[config.mk]
export PLATFORM = sky130hd
export DESIGN_NAME = buddy_page_allocator_core
export DESIGN_NICKNAME = d
export VERILOG_FILES = /design/src/hdl/bpa_pkg.sv /design/src/hdl/bpa_node_ram.sv /design/src/hdl/bpa_ctrl.sv /design/src/hdl/buddy_page_allocator_core.sv
export SDC_FILE = /design/constraint.sdc
export NUM_CORES = 1
export LEC_CHECK = 0
export BUFFER_PORTS_ARGS = -buffer_cell sky130_fd_sc_hd__buf_4
export CAP_MARGIN = 25
export CORE_MARGIN = 10
export CORE_UTILIZATION = 40
export CTS_CLUSTER_SIZE = 8
export DETAILED_ROUTE_END_ITERATION = 16
export HOLD_SLACK_MARGIN = 0.03
export PLACE_DENSITY = 0.55
export SYNTH_ARGS = -nofsm -noshare
export SYNTH_HDL_FRONTEND = slang
export SYNTH_HIERARCHICAL = 1
export SYNTH_SLANG_ARGS = --single-unit
[constraint.sdc]
create_clock -name i_clk -period 11.2 [get_ports i_clk]
set_input_delay 0.56 -clock i_clk [delete_from_list [all_inputs] [get_ports i_clk]]
set_output_delay 0.56 -clock i_clk [all_outputs]
set_load 0.005 [all_outputs]
[src/hdl/bpa_pkg.sv]
// Shared types, sizes and codes for the buddy page allocator.
// Depends on nothing; imported by every module of the block.
`default_nettype none

package bpa_pkg;

    localparam int TOTAL_PAGES = 16;
    localparam int LG_TOTAL    = $clog2(TOTAL_PAGES);
    localparam int NODE_CNT    = 2 * TOTAL_PAGES - 1;
    localparam int IDX_W       = $clog2(NODE_CNT);
    localparam int NODE_W      = $clog2(TOTAL_PAGES + 1) + 1;
    localparam int REQ_W       = 5;
    localparam int OFF_W       = 4;
    localparam int PAGES_W     = 5;
    localparam int STATUS_W    = 2;
    localparam int LG_W        = $clog2(((LG_TOTAL > REQ_W) ? LG_TOTAL : REQ_W) + 2);

    localparam logic [NODE_W-1:0] ALLOC_MARK = '1;

    localparam logic OP_ALLOC = 1'b0;
    localparam logic OP_FREE  = 1'b1;

    localparam logic [STATUS_W-1:0] ST_OK        = 2'd0;
    localparam logic [STATUS_W-1:0] ST_NO_BLOCK  = 2'd1;
    localparam logic [STATUS_W-1:0] ST_TOO_LARGE = 2'd2;
    localparam logic [STATUS_W-1:0] ST_NOT_ALLOC = 2'd3;

    typedef struct packed {
        logic               opcode;
        logic [REQ_W-1:0]   request_pages;
        logic [OFF_W-1:0]   free_offset;
    } t_cmd;

    typedef struct packed {
        logic [STATUS_W-1:0] status;
        logic [OFF_W-1:0]    block_offset;
        logic [PAGES_W-1:0]  block_pages;
    } t_result;

    typedef struct packed {
        logic [IDX_W-1:0]  rd_addr;
        logic              wr_en;
        logic [IDX_W-1:0]  wr_addr;
        logic [NODE_W-1:0] wr_data;
    } t_ram_req;

    // log2 of the request rounded up to a power of two, zero taken as one
    function automatic logic [LG_W-1:0] ceil_lg(input logic [REQ_W-1:0] n);
        logic [REQ_W-1:0] m;
        logic [LG_W-1:0]  lg;
        begin
            m  = (n == '0) ? '0 : n - REQ_W'(1);
            lg = '0;
            for (int i = 0; i < REQ_W; i++) begin
                if (m[i]) begin
                    lg = LG_W'(i + 1);
                end
            end
            return lg;
        end
    endfunction

    function automatic logic [NODE_W-1:0] size_of(input logic [LG_W-1:0] lg);
        return NODE_W'(1) << lg;
    endfunction

    // first page covered by node idx whose block holds 2**lg pages
    function automatic logic [OFF_W-1:0] block_first(input logic [IDX_W-1:0] idx,
                                                     input logic [LG_W-1:0]  lg);
        logic [IDX_W-1:0] p;
        begin
            p = (idx + IDX_W'(1)) << lg;
            p = p - IDX_W'(TOTAL_PAGES);
            return OFF_W'(p);
        end
    endfunction

endpackage

`default_nettype wire

[src/hdl/bpa_node_ram.sv]
// Node store of the buddy tree: one write and one registered read per cycle.
// Per-entry valid bits make unwritten nodes read as their reset value. Uses bpa_pkg.
`default_nettype none

module bpa_node_ram
    import bpa_pkg::*;
(
    input  wire logic              i_clk,
    input  wire logic              i_rst_n,
    input  wire t_ram_req          i_req,
    output logic [NODE_W-1:0]      o_rd_data
);

    logic [NODE_W-1:0]   r_mem [NODE_CNT];
    logic [NODE_CNT-1:0] r_valid;
    logic [NODE_W-1:0]   r_rd_q;
    logic                r_rd_v;
    logic                r_rd_root;

    always_ff @(posedge i_clk) begin
        if (i_req.wr_en) begin
            r_mem[i_req.wr_addr] <= i_req.wr_data;
        end
        r_rd_q    <= r_mem[i_req.rd_addr];
        r_rd_v    <= r_valid[i_req.rd_addr];
        r_rd_root <= (i_req.rd_addr == '0);
    end

    always_ff @(posedge i_clk) begin
        if (!i_rst_n) begin
            r_valid <= '0;
        end else if (i_req.wr_en) begin
            r_valid[i_req.wr_addr] <= 1'b1;
        end
    end

    // root starts free with the whole range, every other node cleared
    assign o_rd_data = r_rd_v    ? r_rd_q :
                       r_rd_root ? NODE_W'(TOTAL_PAGES) : '0;

endmodule

`default_nettype wire

[src/hdl/bpa_ctrl.sv]
// Sequencer of the buddy allocator: level scan, split, upward walk and merge.
// Drives the node store through read-modify-write beats. Uses bpa_pkg.
`default_nettype none

module bpa_ctrl
    import bpa_pkg::*;
(
    input  wire logic              i_clk,
    input  wire logic              i_rst_n,
    input  wire logic              i_start,
    input  wire t_cmd              i_cmd,
    output logic                   o_busy,
    output logic                   o_done,
    output t_result                o_result,
    output t_ram_req               o_ram_req,
    input  wire logic [NODE_W-1:0] i_rd_data
);

    localparam logic [3:0] S_IDLE    = 4'd0;
    localparam logic [3:0] S_SCAN    = 4'd1;
    localparam logic [3:0] S_SPLIT   = 4'd2;
    localparam logic [3:0] S_SPLIT_B = 4'd3;
    localparam logic [3:0] S_WALK    = 4'd4;
    localparam logic [3:0] S_M_RD    = 4'd5;
    localparam logic [3:0] S_M_CHK   = 4'd6;
    localparam logic [3:0] S_M_W1    = 4'd7;
    localparam logic [3:0] S_M_W2    = 4'd8;

    logic [3:0]        r_state,    n_state;
    logic              r_done,     n_done;
    t_result           r_result,   n_result;
    logic [IDX_W-1:0]  r_addr,     n_addr;
    logic [IDX_W-1:0]  r_first,    n_first;
    logic [LG_W-1:0]   r_lg,       n_lg;
    logic              r_scan_end, n_scan_end;
    logic              r_chk_vld,  n_chk_vld;
    logic              r_chk_last, n_chk_last;
    logic [IDX_W-1:0]  r_chk_addr, n_chk_addr;
    logic [LG_W-1:0]   r_chk_lg,   n_chk_lg;
    logic [IDX_W-1:0]  r_idx,      n_idx;
    logic [NODE_W-1:0] r_cur,      n_cur;

    logic [NODE_W-1:0] need;
    logic [LG_W-1:0]   req_lg;
    logic [IDX_W-1:0]  buddy;
    logic [IDX_W-1:0]  parent;
    logic              hit;
    logic              found;

    assign need   = size_of(r_lg);
    assign req_lg = ceil_lg(i_cmd.request_pages);
    assign buddy  = r_idx[0] ? r_idx + IDX_W'(1) : r_idx - IDX_W'(1);
    assign parent = (r_idx - IDX_W'(1)) >> 1;
    assign hit    = r_chk_vld && (i_rd_data != ALLOC_MARK) && (i_rd_data >= need);
    assign found  = r_chk_vld && (i_rd_data == ALLOC_MARK);

    always_comb begin
        n_state    = r_state;
        n_done     = 1'b0;
        n_result   = r_result;
        n_addr     = r_addr;
        n_first    = r_first;
        n_lg       = r_lg;
        n_scan_end = r_scan_end;
        n_chk_vld  = r_chk_vld;
        n_chk_last = r_chk_last;
        n_chk_addr = r_chk_addr;
        n_chk_lg   = r_chk_lg;
        n_idx      = r_idx;
        n_cur      = r_cur;

        o_ram_req.rd_addr = r_addr;
        o_ram_req.wr_en   = 1'b0;
        o_ram_req.wr_addr = r_idx;
        o_ram_req.wr_data = '0;

        case (r_state)
            S_IDLE: begin
                if (i_start) begin
                    n_chk_vld  = 1'b0;
                    n_scan_end = 1'b0;
                    if (i_cmd.opcode == OP_ALLOC) begin
                        if (req_lg > LG_W'(LG_TOTAL)) begin
                            n_done   = 1'b1;
                            n_result = '{status: ST_TOO_LARGE, block_offset: '0,
                                         block_pages: '0};
                        end else begin
                            n_lg    = req_lg;
                            n_first = IDX_W'(TOTAL_PAGES >> req_lg) - IDX_W'(1);
                            n_addr  = IDX_W'(TOTAL_PAGES >> req_lg) - IDX_W'(1);
                            n_state = S_SCAN;
                        end
                    end else begin
                        if (int'(i_cmd.free_offset) >= TOTAL_PAGES) begin
                            n_done   = 1'b1;
                            n_result = '{status: ST_NOT_ALLOC, block_offset: '0,
                                         block_pages: '0};
                        end else begin
                            n_lg    = '0;
                            n_addr  = IDX_W'(i_cmd.free_offset) + IDX_W'(TOTAL_PAGES - 1);
                            n_state = S_WALK;
                        end
                    end
                end
            end

            // issue one node read a beat, check the one issued before
            S_SCAN: begin
                if (hit) begin
                    n_idx   = r_chk_addr;
                    n_cur   = i_rd_data;
                    n_state = S_SPLIT;
                end else if (r_chk_vld && r_chk_last) begin
                    n_done   = 1'b1;
                    n_result = '{status: ST_NO_BLOCK, block_offset: '0, block_pages: '0};
                    n_state  = S_IDLE;
                end else begin
                    n_chk_addr = r_addr;
                    n_chk_vld  = !r_scan_end;
                    n_chk_last = (r_first == '0);
                    if (!r_scan_end) begin
                        if (r_addr == {r_first[IDX_W-2:0], 1'b0}) begin
                            // end of level: move up to the next larger size
                            if (r_first == '0) begin
                                n_scan_end = 1'b1;
                            end else begin
                                n_first = (r_first - IDX_W'(1)) >> 1;
                                n_addr  = (r_first - IDX_W'(1)) >> 1;
                            end
                        end else begin
                            n_addr = r_addr + IDX_W'(1);
                        end
                    end
                end
            end

            S_SPLIT: begin
                o_ram_req.wr_en   = 1'b1;
                o_ram_req.wr_addr = r_idx;
                if (r_cur <= need) begin
                    o_ram_req.wr_data = ALLOC_MARK;
                    n_done   = 1'b1;
                    n_result = '{status: ST_OK, block_offset: block_first(r_idx, r_lg),
                                 block_pages: PAGES_W'(need)};
                    n_state  = S_IDLE;
                end else begin
                    o_ram_req.wr_data = '0;
                    n_state = S_SPLIT_B;
                end
            end

            // right half becomes free, descend into the left half
            S_SPLIT_B: begin
                o_ram_req.wr_en   = 1'b1;
                o_ram_req.wr_addr = {r_idx[IDX_W-2:0], 1'b0} + IDX_W'(2);
                o_ram_req.wr_data = r_cur >> 1;
                n_idx   = {r_idx[IDX_W-2:0], 1'b0} + IDX_W'(1);
                n_cur   = r_cur >> 1;
                n_state = S_SPLIT;
            end

            S_WALK: begin
                if (found) begin
                    o_ram_req.wr_en   = 1'b1;
                    o_ram_req.wr_addr = r_chk_addr;
                    o_ram_req.wr_data = size_of(r_chk_lg);
                    n_done   = 1'b1;
                    n_result = '{status: ST_OK,
                                 block_offset: block_first(r_chk_addr, r_chk_lg),
                                 block_pages: PAGES_W'(size_of(r_chk_lg))};
                    n_idx    = r_chk_addr;
                    n_lg     = r_chk_lg;
                    n_state  = S_M_RD;
                end else if (r_chk_vld && r_chk_last) begin
                    n_done   = 1'b1;
                    n_result = '{status: ST_NOT_ALLOC, block_offset: '0, block_pages: '0};
                    n_state  = S_IDLE;
                end else begin
                    n_chk_addr = r_addr;
                    n_chk_lg   = r_lg;
                    n_chk_vld  = !r_scan_end;
                    n_chk_last = (r_addr == '0);
                    if (!r_scan_end) begin
                        if (r_addr == '0) begin
                            n_scan_end = 1'b1;
                        end else begin
                            n_addr = (r_addr - IDX_W'(1)) >> 1;
                            n_lg   = r_lg + LG_W'(1);
                        end
                    end
                end
            end

            // the node at r_idx is known to hold need; only the buddy is read
            S_M_RD: begin
                if (r_idx == '0) begin
                    n_state = S_IDLE;
                end else begin
                    o_ram_req.rd_addr = buddy;
                    n_state = S_M_CHK;
                end
            end

            S_M_CHK: begin
                if (i_rd_data == need) begin
                    o_ram_req.wr_en   = 1'b1;
                    o_ram_req.wr_addr = parent;
                    o_ram_req.wr_data = size_of(r_lg + LG_W'(1));
                    n_state = S_M_W1;
                end else begin
                    n_state = S_IDLE;
                end
            end

            S_M_W1: begin
                o_ram_req.wr_en   = 1'b1;
                o_ram_req.wr_addr = r_idx;
                o_ram_req.wr_data = '0;
                n_state = S_M_W2;
            end

            S_M_W2: begin
                o_ram_req.wr_en   = 1'b1;
                o_ram_req.wr_addr = buddy;
                o_ram_req.wr_data = '0;
                n_idx   = parent;
                n_lg    = r_lg + LG_W'(1);
                n_state = S_M_RD;
            end

            default: begin
                n_state = S_IDLE;
            end
        endcase
    end

    always_ff @(posedge i_clk) begin
        if (!i_rst_n) begin
            r_state    <= S_IDLE;
            r_done     <= 1'b0;
            r_scan_end <= 1'b0;
            r_chk_vld  <= 1'b0;
        end else begin
            r_state    <= n_state;
            r_done     <= n_done;
            r_scan_end <= n_scan_end;
            r_chk_vld  <= n_chk_vld;
        end
    end

    always_ff @(posedge i_clk) begin
        r_result   <= n_result;
        r_addr     <= n_addr;
        r_first    <= n_first;
        r_lg       <= n_lg;
        r_chk_last <= n_chk_last;
        r_chk_addr <= n_chk_addr;
        r_chk_lg   <= n_chk_lg;
        r_idx      <= n_idx;
        r_cur      <= n_cur;
    end

    assign o_busy   = (r_state != S_IDLE);
    assign o_done   = r_done;
    assign o_result = r_result;

    a_no_write_idle: assert property (@(posedge i_clk) disable iff (!i_rst_n)
        (r_state == S_IDLE) |-> !o_ram_req.wr_en)
        else $error("node store written while idle");

    a_accept_moves: assert property (@(posedge i_clk) disable iff (!i_rst_n)
        (i_start && !o_busy) |=> (r_state != S_IDLE || r_done))
        else $error("accepted beat neither answered nor started");

    a_split_fits: assert property (@(posedge i_clk) disable iff (!i_rst_n)
        (r_state == S_SPLIT) |-> (r_cur >= need))
        else $error("split below requested size");

    a_ok_has_pages: assert property (@(posedge i_clk) disable iff (!i_rst_n)
        (r_done && r_result.status == ST_OK) |-> (r_result.block_pages != '0))
        else $error("successful result with no pages");

endmodule

`default_nettype wire

[src/hdl/buddy_page_allocator_core.sv]
// Buddy page allocator, 16 pages as a 31-node tree in one node store.
// Allocate: the scan reads one node a cycle, then two writes per split level;
// request too large: result the next cycle. Results cannot be stalled.
// Free: the walk goes up one node a cycle to the result, then the block stays busy merging:
// per level it reads and checks the buddy, then writes parent, node and buddy.
// Synchronous reset clears the valid bits of the store at once: no clearing pass.
`default_nettype none

module buddy_page_allocator_core
    import bpa_pkg::*;
(
    input  wire logic i_clk,
    input  wire logic i_rst_n,
    input  wire logic i_start,
    input  wire t_cmd i_cmd,
    output logic      o_busy,
    output logic      o_done,
    output t_result   o_result
);

    t_ram_req          ram_req;
    logic [NODE_W-1:0] rd_data;

    bpa_ctrl u_ctrl (
        .i_clk     (i_clk),
        .i_rst_n   (i_rst_n),
        .i_start   (i_start),
        .i_cmd     (i_cmd),
        .o_busy    (o_busy),
        .o_done    (o_done),
        .o_result  (o_result),
        .o_ram_req (ram_req),
        .i_rd_data (rd_data)
    );

    bpa_node_ram u_node_ram (
        .i_clk     (i_clk),
        .i_rst_n   (i_rst_n),
        .i_req     (ram_req),
        .o_rd_data (rd_data)
    );

endmodule

`default_nettype wire
==> run summary, run 1 <==
Outcome: finished, final reports clean
Setup Viol. Count Final: 0
RSZ-0062 raised after global routing: false
Total power: 2.78 mW
Die W: 201 um
Vias in the first global route: 8230
Top post-synthesis cells by area: edfxtp_1, dfxtp_1, mux4_2, mux2i_1, ha_1
F_max: 225 MHz
Mapped Avg Cell Area: 13.4 um2
Seq/Total Area, Yosys: 59.9%
Cell taking the most area after synthesis: edfxtp_1
Vias per std cell: 5.68
Relative slew slack: 37.1%
Root Buffer: clkbuf_16
Filler instances: 2949
Clock Skews: 19.2 ps
Most frequent cells in the layout: edfxtp_1, nor2_1, nand2_1
CP max-delay cell: or3b_2
Final min period: 4450 ps
Initial antenna violation count: 0
Ratio of cells with drive above 1 in the final layout: 14.5%
Bufs on Longest Clock Path: 3
Critical Path Sink: u_node_ram/r_mem[10][4]
CP Launch Point: u_ctrl/r_lg[0]
Switch Pwr: 759 uW
Worst path most repeated cell: ha_1
Core area: 32400 um2
Synthesized cell area: 13100 um2
Clk pin slew, worst setup/hold paths: 50 ps
Clk pwr share: 39.9%
#FFs+latches synth: 276
Hold Worst Slack: 450 ps
Placed cells: 1404
Final hold vios: 0
First-pass GRT wire length: 51300 um
Post-CTS setup buffers: 0
Seq. cell area: 7830 um2
Critical Path Stages: 10
Share of the synthesized area in the top cell type: 52.9%
Hold-fix buffers, CTS: 0
Final net count: 1048
Synth cell types: 84
Final Util: 45.8%
Worst-Margin Slew: 942 ps
Worst path cell trace: inv_1, ha_1, nand2_1, ha_1, nand4_2, or4_1, a41o_1, a221o_1, or3b_2, nor2_1
Cell family with most CP delay: simple AND/OR/NAND/NOR gates
Reg-to-Reg Start: u_ctrl/r_lg[0]
Buffers on Ports: 25
CP Data Required Time: 11340 ps
Post-DP HPWL: 22000 um
Worst setup path category: flop to flop
WL final: 33400 um
Cells after Synth: 975
H-tree Lvls: 2
All-layer global routing usage: 16.1%
Synth-to-layout area growth: 13.6%
Iter 0 DRT Violations: 767
Crit start category: flop
EDFF count, synth: 230
Initial core utilization: 40.4%
Die area: 40300 um2
Power density cells: 187 nW/um2
Commonest non-fill, non-tap cell in the layout: edfxtp_1
Largest fanout on the critical path: 10
Final Slew Violations: 0
# IOs: 26
Largest net degree at the start of global routing: 65
Max Cap Viol: 0
Slowest cell delay on critical path: 580 ps
Combinational group share of total power: 17.2%
Capturing point of the worst reg2reg path: u_node_ram/r_mem[10][4]
Drt first pass iters: 5
Hold crit path type: input port to flop
Post-Syn Nets: 1019
Synth async-reset ratio: 0%
P_int: 2.02 mW
Switching share of power: 27.3%
CTS tree: yes
Part of the power in registers: 42.9%
R2R depth: 10
Antenna cells: 0
Worst-Skew Late Latency: 530 ps
CP Data Arrival Time: 4590 ps
WL/cell: 22.6 um
YS warnings: 6
Num rows: 66
Setup TNS: 0 ps
Worst IR Drop VDD: 122 uV
Final weighted congestion in routability-driven placement: 0.886
Area of the multi-input gates: 4930 um2
Die H: 201 um
TritonCTS buffer count: 40
Crit path buffers/inverters: 1
Leakage: 5.48 nW
ANT nets after route: 0
Setup crit end kind: flop
Vias: 8377
Cts repair resizes: 0
Final std cells w/o fill: 1476
Prevailing post-synth register cell: edfxtp_1
GRT Residual Overflow: 0
Clock sink count: 276
Fin crit share: 39.7%
R2R setup slack: 6750 ps
DR DRC count: 0
==> power groups by stage <==
stage	combinational [mW]	sequential [mW]	clock (mW)
after floorplan	0.362	1.19	0
after global placement	0.477	1.21	0
after detailed placement	0.481	1.21	0
after CTS	0.482	1.19	1.14
after global routing	0.522	1.20	1.18
final	0.479	1.19	1.11
==> state kept, by name, indices dropped and copies added (netlist names), 3 cells and up <==
register            cells
u_ctrl/r_cur            6
u_ctrl/o_result        11
u_ctrl/r_chk_lg         3
u_ctrl/r_chk_addr       5
u_ctrl/r_state          4
u_ctrl/r_lg             3
u_node_ram/r_rd_q       6
u_node_ram/r_mem      186
u_ctrl/r_idx            5
u_ctrl/r_first          5
u_node_ram/r_valid     31
u_ctrl/r_addr           5
==> metrics by stage <==
stage | setup WS [ps] | area, um2
floorplan | 7360 | 13100
global placement | 6790 | 13700
detailed placement | 6750 | 13700
CTS | 6740 | 14800
global route | 6510 | 14800
finish | 6750 | 14800
==> worst min-delay path by stage <==
stage | start | to | slack, ps | depth (start not counted)
after floorplan | u_ctrl/r_addr[2] | u_ctrl/r_chk_addr[2] | 420 | 0
after global placement | u_node_ram/r_valid[23] | u_node_ram/r_valid[23] | 440 | 1
after detailed placement | u_node_ram/r_valid[19] | u_node_ram/r_valid[19] | 440 | 1
after CTS | i_start | u_ctrl/r_scan_end | 420 | 4
after global routing | u_node_ram/r_valid[10] | u_node_ram/r_valid[10] | 470 | 1
final | i_start | u_ctrl/r_scan_end | 450 | 4
==> worst reg2reg max path, cell delays in order (launching register included) <==
cell and delay (ps):
edfxtp_1 530, inv_1 200, ha_1 270, nand2_1 130
ha_1 330, nand4_2 140, or4_1 530, a41o_1 310
a221o_1 500, or3b_2 580, nor2_1 540
==> logic make-up (layout without fill, tap and decap cells) <==
logic type,Yosys count,in the layout,share of synthesized area [%]
simple gates,289,289,11.7
flops,276,276,59.9
compound gates,188,188,10.5
mux,90,90,10.3
buf+inv,75,134,2.82
fa+ha+maj,31,31,2.97
xor+xnor,26,26,1.74
==> cell usage after synthesis, types with 8 or more instances <==
library cell,n
inv_1,29
buf_2,17
o21ai_0,24
nand2b_1,12
xnor2_1,16
o221ai_1,13
xor2_1,10
mux2_2,13
and2_1,9
o21a_1,31
dfxtp_1,46
nand4_1,8
nor2_1,78
ha_1,31
nand2_1,68
clkbuf_1,17
mux4_2,28
a22oi_1,23
nand3b_1,10
nor3_1,15
edfxtp_1,230
a21oi_1,27
nand3_1,27
mux2i_1,44
nor2b_1,9
==> final cells by class <==
class / count / area share, %
clock buffers: 68 / 7.45
clock inverters: 4 / 0.481
inverters: 29 / 0.733
multi-input cells: 624 / 33.2
flip-flops and latches: 276 / 52.7
well taps: 442 / 3.73
repair buffers: 33 / 1.67
==> metal layers <==
| layer | global-route usage, % | share of wire, % |
|---|---|---|
| met5 | 0 | 0 |
| met4 | 4.00 | 1.4 |
| met3 | 2.47 | 5.2 |
| met2 | 25.4 | 47 |
| met1 | 22.8 | 47 |
No activity file was read; power rests on OpenSTA's default activity.
==> run 2, diff against run 1 <==
Settings changed: PLACE_DENSITY 0.55 to 0.57.
Clock period 11.2 ns to 3.7 ns, I/O delays scaled along.
==> run 2 against run 1 <==
Against the previous run:
- setup slack lost 6700 ps
- final cell count increased by 6.3%
- global-route usage up 0.098 points
- register-to-register slack got worse by 6700 ps
- count of clock-buffer cells in the layout rose by 3
- combinational power increased to 3.5 times the previous value
- flip-flop and latch count unchanged
- sequential share of layout area fell by 2.5 points
- wire length grew 0.48%
==> run summary, run 2 (synthesis gave the netlist of run 1 again) <==
Hold Path Depth: 4 (unchanged)
P_int: 6.24 mW (was 2.02 mW)
Post-route design area: 15600 um2 (was 14800 um2)
Worst-Margin Slew: 780 ps (was 942 ps)
Core area: 32400 um2 (unchanged)
Hold Worst Slack: 72.3 ps (was 450 ps)
Final min period: 3600 ps (was 4450 ps)
Final hold vios: 0 (unchanged)
Clk pwr share: 38.9% (was 39.9%)
Fin crit share: 97.3% (was 39.7%)
Hold Crit Start: i_start (unchanged)
CTS tree: yes (unchanged)
Vias: 8684 (was 8377)
Placed cells: 1492 (was 1404)
Buffers on Ports: 25 (unchanged)
Relative slew slack: 47.3% (was 37.1%)
Final net count: 1139 (was 1048)
Most frequent cells in the layout: edfxtp_1, buf_4, nor2_1 (was edfxtp_1, nor2_1, nand2_1)
Leakage: 5.90 nW (was 5.48 nW)
Clock Skews: 20.2 ps (was 19.2 ps)
Capturing point of the worst reg2reg path: u_node_ram/r_mem[8][3] (was u_node_ram/r_mem[10][4])
Biggest register: u_node_ram/r_mem (unchanged)
Total power: 8.57 mW (was 2.78 mW)
Reg-to-Reg Start: u_ctrl/r_lg[1] (was u_ctrl/r_lg[0])
Clk pin slew, worst setup/hold paths: 50 ps (about the same)
Place WS: -16.4 ps (was 6750 ps)
WL/cell: 21.4 um (was 22.6 um)
First-pass GRT wire length: 51500 um (was 51300 um)
All-layer global routing usage: 16.2% (was 16.1%)
Iter 0 DRT Violations: 752 (was 767)
Hold endpoint: u_ctrl/r_scan_end (unchanged)
Largest net degree at the start of global routing: 38 (was 65)
Max Cap Viol: 0 (unchanged)
Met2 wire len: 15900 um (was 15600 um)
R2R depth: 13 (was 10)
Setup crit end kind: flop (unchanged)
Setup Viol. Count Final: 0 (unchanged)
CP Data Arrival Time: 3840 ps (was 4590 ps)
Vias in the first global route: 8574 (was 8230)
Commonest non-fill, non-tap cell in the layout: edfxtp_1 (unchanged)
ANT nets after route: 0 (unchanged)
Die W: 201 um (unchanged)
# IOs: 26 (unchanged)
Num rows: 66 (unchanged)
Worst IR Drop VDD: 364 uV (was 122 uV)
H-tree Lvls: 2 (unchanged)
TritonCTS buffer count: 40 (unchanged)
Drt first pass iters: 5 (unchanged)
Largest fanout on the critical path: 7 (was 10)
Highest metal used: met4 (unchanged)
R2R setup slack: 100 ps (was 6750 ps)
Part of the power in registers: 41.8% (was 42.9%)
Initial antenna violation count: 0 (unchanged)
Outcome: finished, final reports clean (unchanged)
Initial core utilization: 40.4% (unchanged)
Final Util: 48.1% (was 45.8%)
Antenna cells: 0 (unchanged)
Max reg flops: 186 (unchanged)
DR DRC count: 0 (unchanged)
Bufs on Longest Clock Path: 3 (unchanged)
Combinational group share of total power: 19.3% (was 17.2%)
Root Buffer: clkbuf_16 (unchanged)
Die area: 40300 um2 (unchanged)
Routed wl met3: 1770 um (was 1730 um)
Ratio of cells with drive above 1 in the final layout: 22.4% (was 14.5%)
Synth-to-layout area growth: 19.3% (was 13.6%)
CP Data Required Time: 3940 ps (was 11340 ps)
RSZ-0062 raised after global routing: true (was false)
Post-DP HPWL: 23300 um (was 22000 um)
Vias per std cell: 5.53 (was 5.68)
Post-DP Area: 14400 um2 (was 13700 um2)
WL met1: 15400 um (was 15600 um)
Clock sink count: 276 (unchanged)
Switching share of power: 27.2% (was 27.3%)
Setup TNS: 0 ps (unchanged)
Worst-Skew Late Latency: 530 ps (about the same)
Final weighted congestion in routability-driven placement: 0.847 (was 0.886)
Setup ws final: 98.1 ps (was 6750 ps)
GRT Residual Overflow: 0 (unchanged)
Hold crit path type: input port to flop (unchanged)
F_max: 278 MHz (was 225 MHz)
WL final: 33600 um (was 33400 um)
Final std cells w/o fill: 1569 (was 1476)
Hold-fix buffers, CTS: 0 (unchanged)
Die H: 201 um (unchanged)
Worst setup path category: flop to flop (unchanged)
Crit start category: flop (unchanged)
Final Slew Violations: 0 (unchanged)
Power density cells: 550 nW/um2 (was 187 nW/um2)
Switch Pwr: 2.33 mW (was 759 uW)
run 2: what timing repair did:
item / 4_1_cts / 5_1_grt
pin swaps: 2 / 3
gates resized for setup: 2 / 9
endpoints found under the setup margin: 62 / 199
setup buffers: 1 / 2
run 2: power by group through the flow:
stage               Clock [mW]  Combinational, mW  Sequential [mW]
finish                    3.33               1.66             3.58
global route              3.56               1.80             3.59
CTS                       3.42               1.65             3.58
detailed placement           0               1.63             3.64
global placement             0               1.62             3.64
floorplan                    0               1.10             3.60
run 2: worst max path at each step:
stage / startpoint / to / slack [ps] / cells past startpoint
6_report: u_ctrl/r_lg[1] / u_node_ram/r_mem[8][3] / 100 / 13
5_1_grt: u_ctrl/r_lg[1] / u_node_ram/r_valid[12] / -40 / 14
4_1_cts: u_ctrl/r_lg[1] / u_node_ram/r_mem[8][0] / 30 / 12
3_5_place_dp: u_ctrl/r_lg[1] / u_node_ram/r_mem[10][5] / -20 / 11
3_3_place_gp: u_ctrl/r_lg[1] / u_node_ram/r_mem[10][5] / 60 / 11
2_1_floorplan: u_ctrl/r_lg[0] / u_node_ram/r_mem[10][0] / -120 / 10
run 2: layout make-up:
class,count,area (um2)
sequential,276,7830
clock buffer,71,1120
timing repair buffer,124,935
tap,442,553
multi-input combinational,624,4990
inverter,29,109
fill,2877,16800
clock inverter,3,47.5
run 2: worst max-delay path, cell delays in order, from the launching register on:
cell      delay (ps)
edfxtp_1         400
buf_4            130
buf_4             90
ha_1             150
nand2_1           90
ha_1             300
nand4_2          100
or4_1            510
a41o_1           250
a221o_1          340
or3b_2           490
buf_4            190
nor2_2           130
buf_6            140
run 2: per-layer routing:
metal | GRT usage (%) | vias to the layer above
li1 | - | 4045
met1 | 22.2 | 4339
met2 | 26.2 | 259
met3 | 2.73 | 41
met4 | 4.03 | 0
met5 | 0 | -
==> run 3, diff against run 2 <==
Settings changed: SYNTH_HIERARCHICAL 1 to default.
==> run 3 against run 2 <==
Against the previous run:
- utilization increased by 0.075 points
- sequential share of layout area decreased by 0.33 points
- global-route usage increased by 1.1 points
- critical path type unchanged
- clock power about the same
- design area increased by 0.67%
- sequential power increased by 2%
==> run summary, run 3 <==
Outcome: finished, final reports clean (unchanged)
Switching share of power: 30.8% (was 27.2%)
Hold endpoint: u_node_ram.r_valid[6] (was u_ctrl/r_scan_end)
Final Slew Violations: 0 (unchanged)
Final net count: 1280 (was 1139)
Mapped Avg Cell Area: 11.4 um2 (was 13.4 um2)
Core area: 32500 um2 (was 32400 um2)
Synthesized cell area: 13200 um2 (was 13100 um2)
Most frequent cell after synthesis: edfxtp_1 (unchanged)
Antenna cells: 0 (unchanged)
EDFF count, synth: 230 (unchanged)
Vias: 9564 (was 8684)
Part of the power in registers: 39.2% (was 41.8%)
Relative slew slack: 32.2% (was 47.3%)
Final weighted congestion in routability-driven placement: 0.863 (was 0.847)
GRT Residual Overflow: 0 (unchanged)
First-pass GRT wire length: 56200 um (was 51500 um)
Capturing point of the worst reg2reg path: u_node_ram.r_mem[21][2] (was u_node_ram/r_mem[8][3])
R2R depth: 14 (was 13)
Buffers on Ports: 25 (unchanged)
Clock Skews: 9.56 ps (was 20.2 ps)
Initial antenna violation count: 0 (unchanged)
Leakage: 5.62 nW (was 5.90 nW)
ANT nets after route: 0 (unchanged)
Final min period: 3540 ps (was 3600 ps)
Worst-Skew Late Latency: 520 ps (was 530 ps)
Initial core utilization: 40.5% (was 40.4%)
Hold-fix buffers, CTS: 0 (unchanged)
All-layer global routing usage: 17.3% (was 16.2%)
Post-synth top cells: edfxtp_1, nand2_1, nor2_1 (was edfxtp_1, nor2_1, nand2_1)
F_max: 282 MHz (was 278 MHz)
Place WS: -51.6 ps (was -16.4 ps)
WL/cell: 21.3 um (was 21.4 um)
WL final: 36200 um (was 33600 um)
Setup TNS: 0 ps (unchanged)
P_int: 6.46 mW (was 6.24 mW)
DR DRC count: 0 (unchanged)
Biggest register: u_node_ram.r_mem (was u_node_ram/r_mem)
Top post-synthesis cells by area: edfxtp_1, dfxtp_1, nand2_1, mux2i_1, nand3_1 (was edfxtp_1, dfxtp_1, mux4_2, mux2i_1, ha_1)
Crit start category: flop (unchanged)
Prevailing post-synth register cell: edfxtp_1 (unchanged)
Max reg flops: 186 (unchanged)
CP Data Required Time: 3930 ps (was 3940 ps)
Worst-Margin Slew: 1010 ps (was 780 ps)
Worst IR Drop VDD: 307 uV (was 364 uV)
R2R setup slack: 160 ps (was 100 ps)
Clock sink count: 276 (unchanged)
Worst setup path category: flop to flop (unchanged)
Cells after Synth: 1158 (was 975)
Largest net degree at the start of global routing: 57 (was 38)
Most frequent cells in the layout: edfxtp_1, nand2_1, buf_4 (was edfxtp_1, buf_4, nor2_1)
Combinational group share of total power: 24.9% (was 19.3%)
Bufs on Longest Clock Path: 3 (unchanged)
Num rows: 66 (unchanged)
Seq/Total Area, Yosys: 59.3% (was 59.9%)
Filler instances: 2985 (was 2877)
Ratio of cells with drive above 1 in the final layout: 17.5% (was 22.4%)
Commonest non-fill, non-tap cell in the layout: edfxtp_1 (unchanged)
#FFs+latches synth: 276 (unchanged)
Root Buffer: clkbuf_16 (unchanged)
TritonCTS buffer count: 40 (unchanged)
Synth async-reset ratio: 0% (unchanged)
Post-Syn Nets: 1199 (was 1019)
Reg-to-Reg Start: u_ctrl.r_lg[1] (was u_ctrl/r_lg[1])
Synth cell types: 84 (unchanged)
Switch Pwr: 2.87 mW (was 2.33 mW)
Cell taking the most area after synthesis: edfxtp_1 (unchanged)
H-tree Lvls: 2 (unchanged)
Largest fanout on the critical path: 6 (was 7)
Setup crit end kind: flop (unchanged)
Drt first pass iters: 7 (was 5)
CP Data Arrival Time: 3770 ps (was 3840 ps)
Post-DP HPWL: 24700 um (was 23300 um)
Hold Path Depth: 3 (was 4)
Share of the synthesized area in the top cell type: 52.4% (was 52.9%)
Power density cells: 594 nW/um2 (was 550 nW/um2)
Hold crit path type: input port to flop (unchanged)
Synth-to-layout area growth: 18.9% (was 19.3%)
Final Util: 48.2% (was 48.1%)
Max Cap Viol: 0 (unchanged)
Die W: 202 um (was 201 um)
Clk pin slew, worst setup/hold paths: 60 ps (was 50 ps)
Hold Crit Start: i_rst_n (was i_start)
RSZ-0062 raised after global routing: true (unchanged)
Vias per std cell: 5.62 (was 5.53)
Final hold vios: 0 (unchanged)
Iter 0 DRT Violations: 767 (was 752)
Vias in the first global route: 9432 (was 8574)
Clk pwr share: 35.8% (was 38.9%)
Die H: 202 um (was 201 um)
Setup ws final: 159 ps (was 98.1 ps)
CTS tree: yes (unchanged)
Setup Viol. Count Final: 0 (unchanged)
YS warnings: 0 (was 6)
Fin crit share: 95.7% (was 97.3%)
Die area: 40600 um2 (was 40300 um2)
# IOs: 26 (unchanged)
[run 3: worst max path at each step]
stage | start | end | slack [ps]
finish | u_ctrl.r_lg[1] | u_node_ram.r_mem[21][2] | 160
global route | u_ctrl.r_lg[1] | u_node_ram.r_mem[21][2] | -4
CTS | u_ctrl.r_lg[1] | u_node_ram.r_mem[24][5] | -60
detailed placement | u_ctrl.r_lg[0] | u_node_ram.r_mem[24][5] | -50
global placement | u_ctrl.r_lg[0] | u_node_ram.r_mem[26][5] | 20
floorplan | u_ctrl.r_lg[0] | u_node_ram.r_mem[12][0] | 80
[run 3: kinds of logic after synthesis]
group | Yosys count | synth area share [%]
buffers and inverters | 97 | 3.10
AOI/OAI and AO/OA | 213 | 10.9
and+or+nand+nor | 450 | 16.1
xor gates and xnor gates | 29 | 1.93
DFF | 276 | 59.3
muxes | 64 | 5.88
adders and majority gates | 29 | 2.73
[run 3: power by group through the flow]
stage               combinational [mW]  sequential, mW  clock, mW
global route                      2.52            3.68       3.53
global placement                  2.22            3.71          0
CTS                               2.24            3.66       3.41
finish                            2.32            3.66       3.34
detailed placement                2.23            3.72          0
floorplan                         1.47            3.65          0
[run 3: critical path, stage by stage, from the launching register on]
cell	delay (ps)
edfxtp_1	430
ha_2	220
ha_2	170
inv_1	80
ha_4	280
and4_4	230
o21ai_0	80
o21a_1	180
or2_0	200
buf_4	180
a221oi_4	280
or3b_4	470
buf_4	180
nor2_1	100
buf_4	150
[run 3: repair_timing]
item                       4_1_cts  5_1_grt
pin swaps                        0        5
gates resized for setup          4       52
setup endpoints to repair       41      186
buffers inserted                 0        5
[run 3: through the flow]
| stage | instances | power, mW | instance area, um2 | hold slack, ps |
|---|---|---|---|---|
| final | 1702 | 9.32 | 15700 | 100 |
| after global routing | 1702 | 9.73 | 15700 | 102 |
| after CTS | 1697 | 9.30 | 15500 | 90.9 |
| after detailed placement | 1634 | 5.94 | 14300 | 442 |
| after global placement | 1634 | 5.94 | 14300 | 437 |
| after floorplan | 1158 | 5.12 | 13200 | 424 |
[run 3: cell type report]
type	instances	area, um2	area share, %
Clock buffer	61	1100	7.01
Clock inverter	2	50.0	0.319
Inverter	33	124	0.790
Multi-Input combinational cell	785	5160	32.9
Sequential cell	276	7830	49.9
Tap cell	442	553	3.53
Timing Repair Buffer	103	877	5.59
[run 3: metal layers]
metal  vias up  global-route usage (%)  share of wire, %
met3        71                    2.78               5.6
met5         -                       0                 0
met1      4679                    23.3                45
li1       4489                       -                 -
met4         0                    5.66               2.9
met2       325                    28.0                47
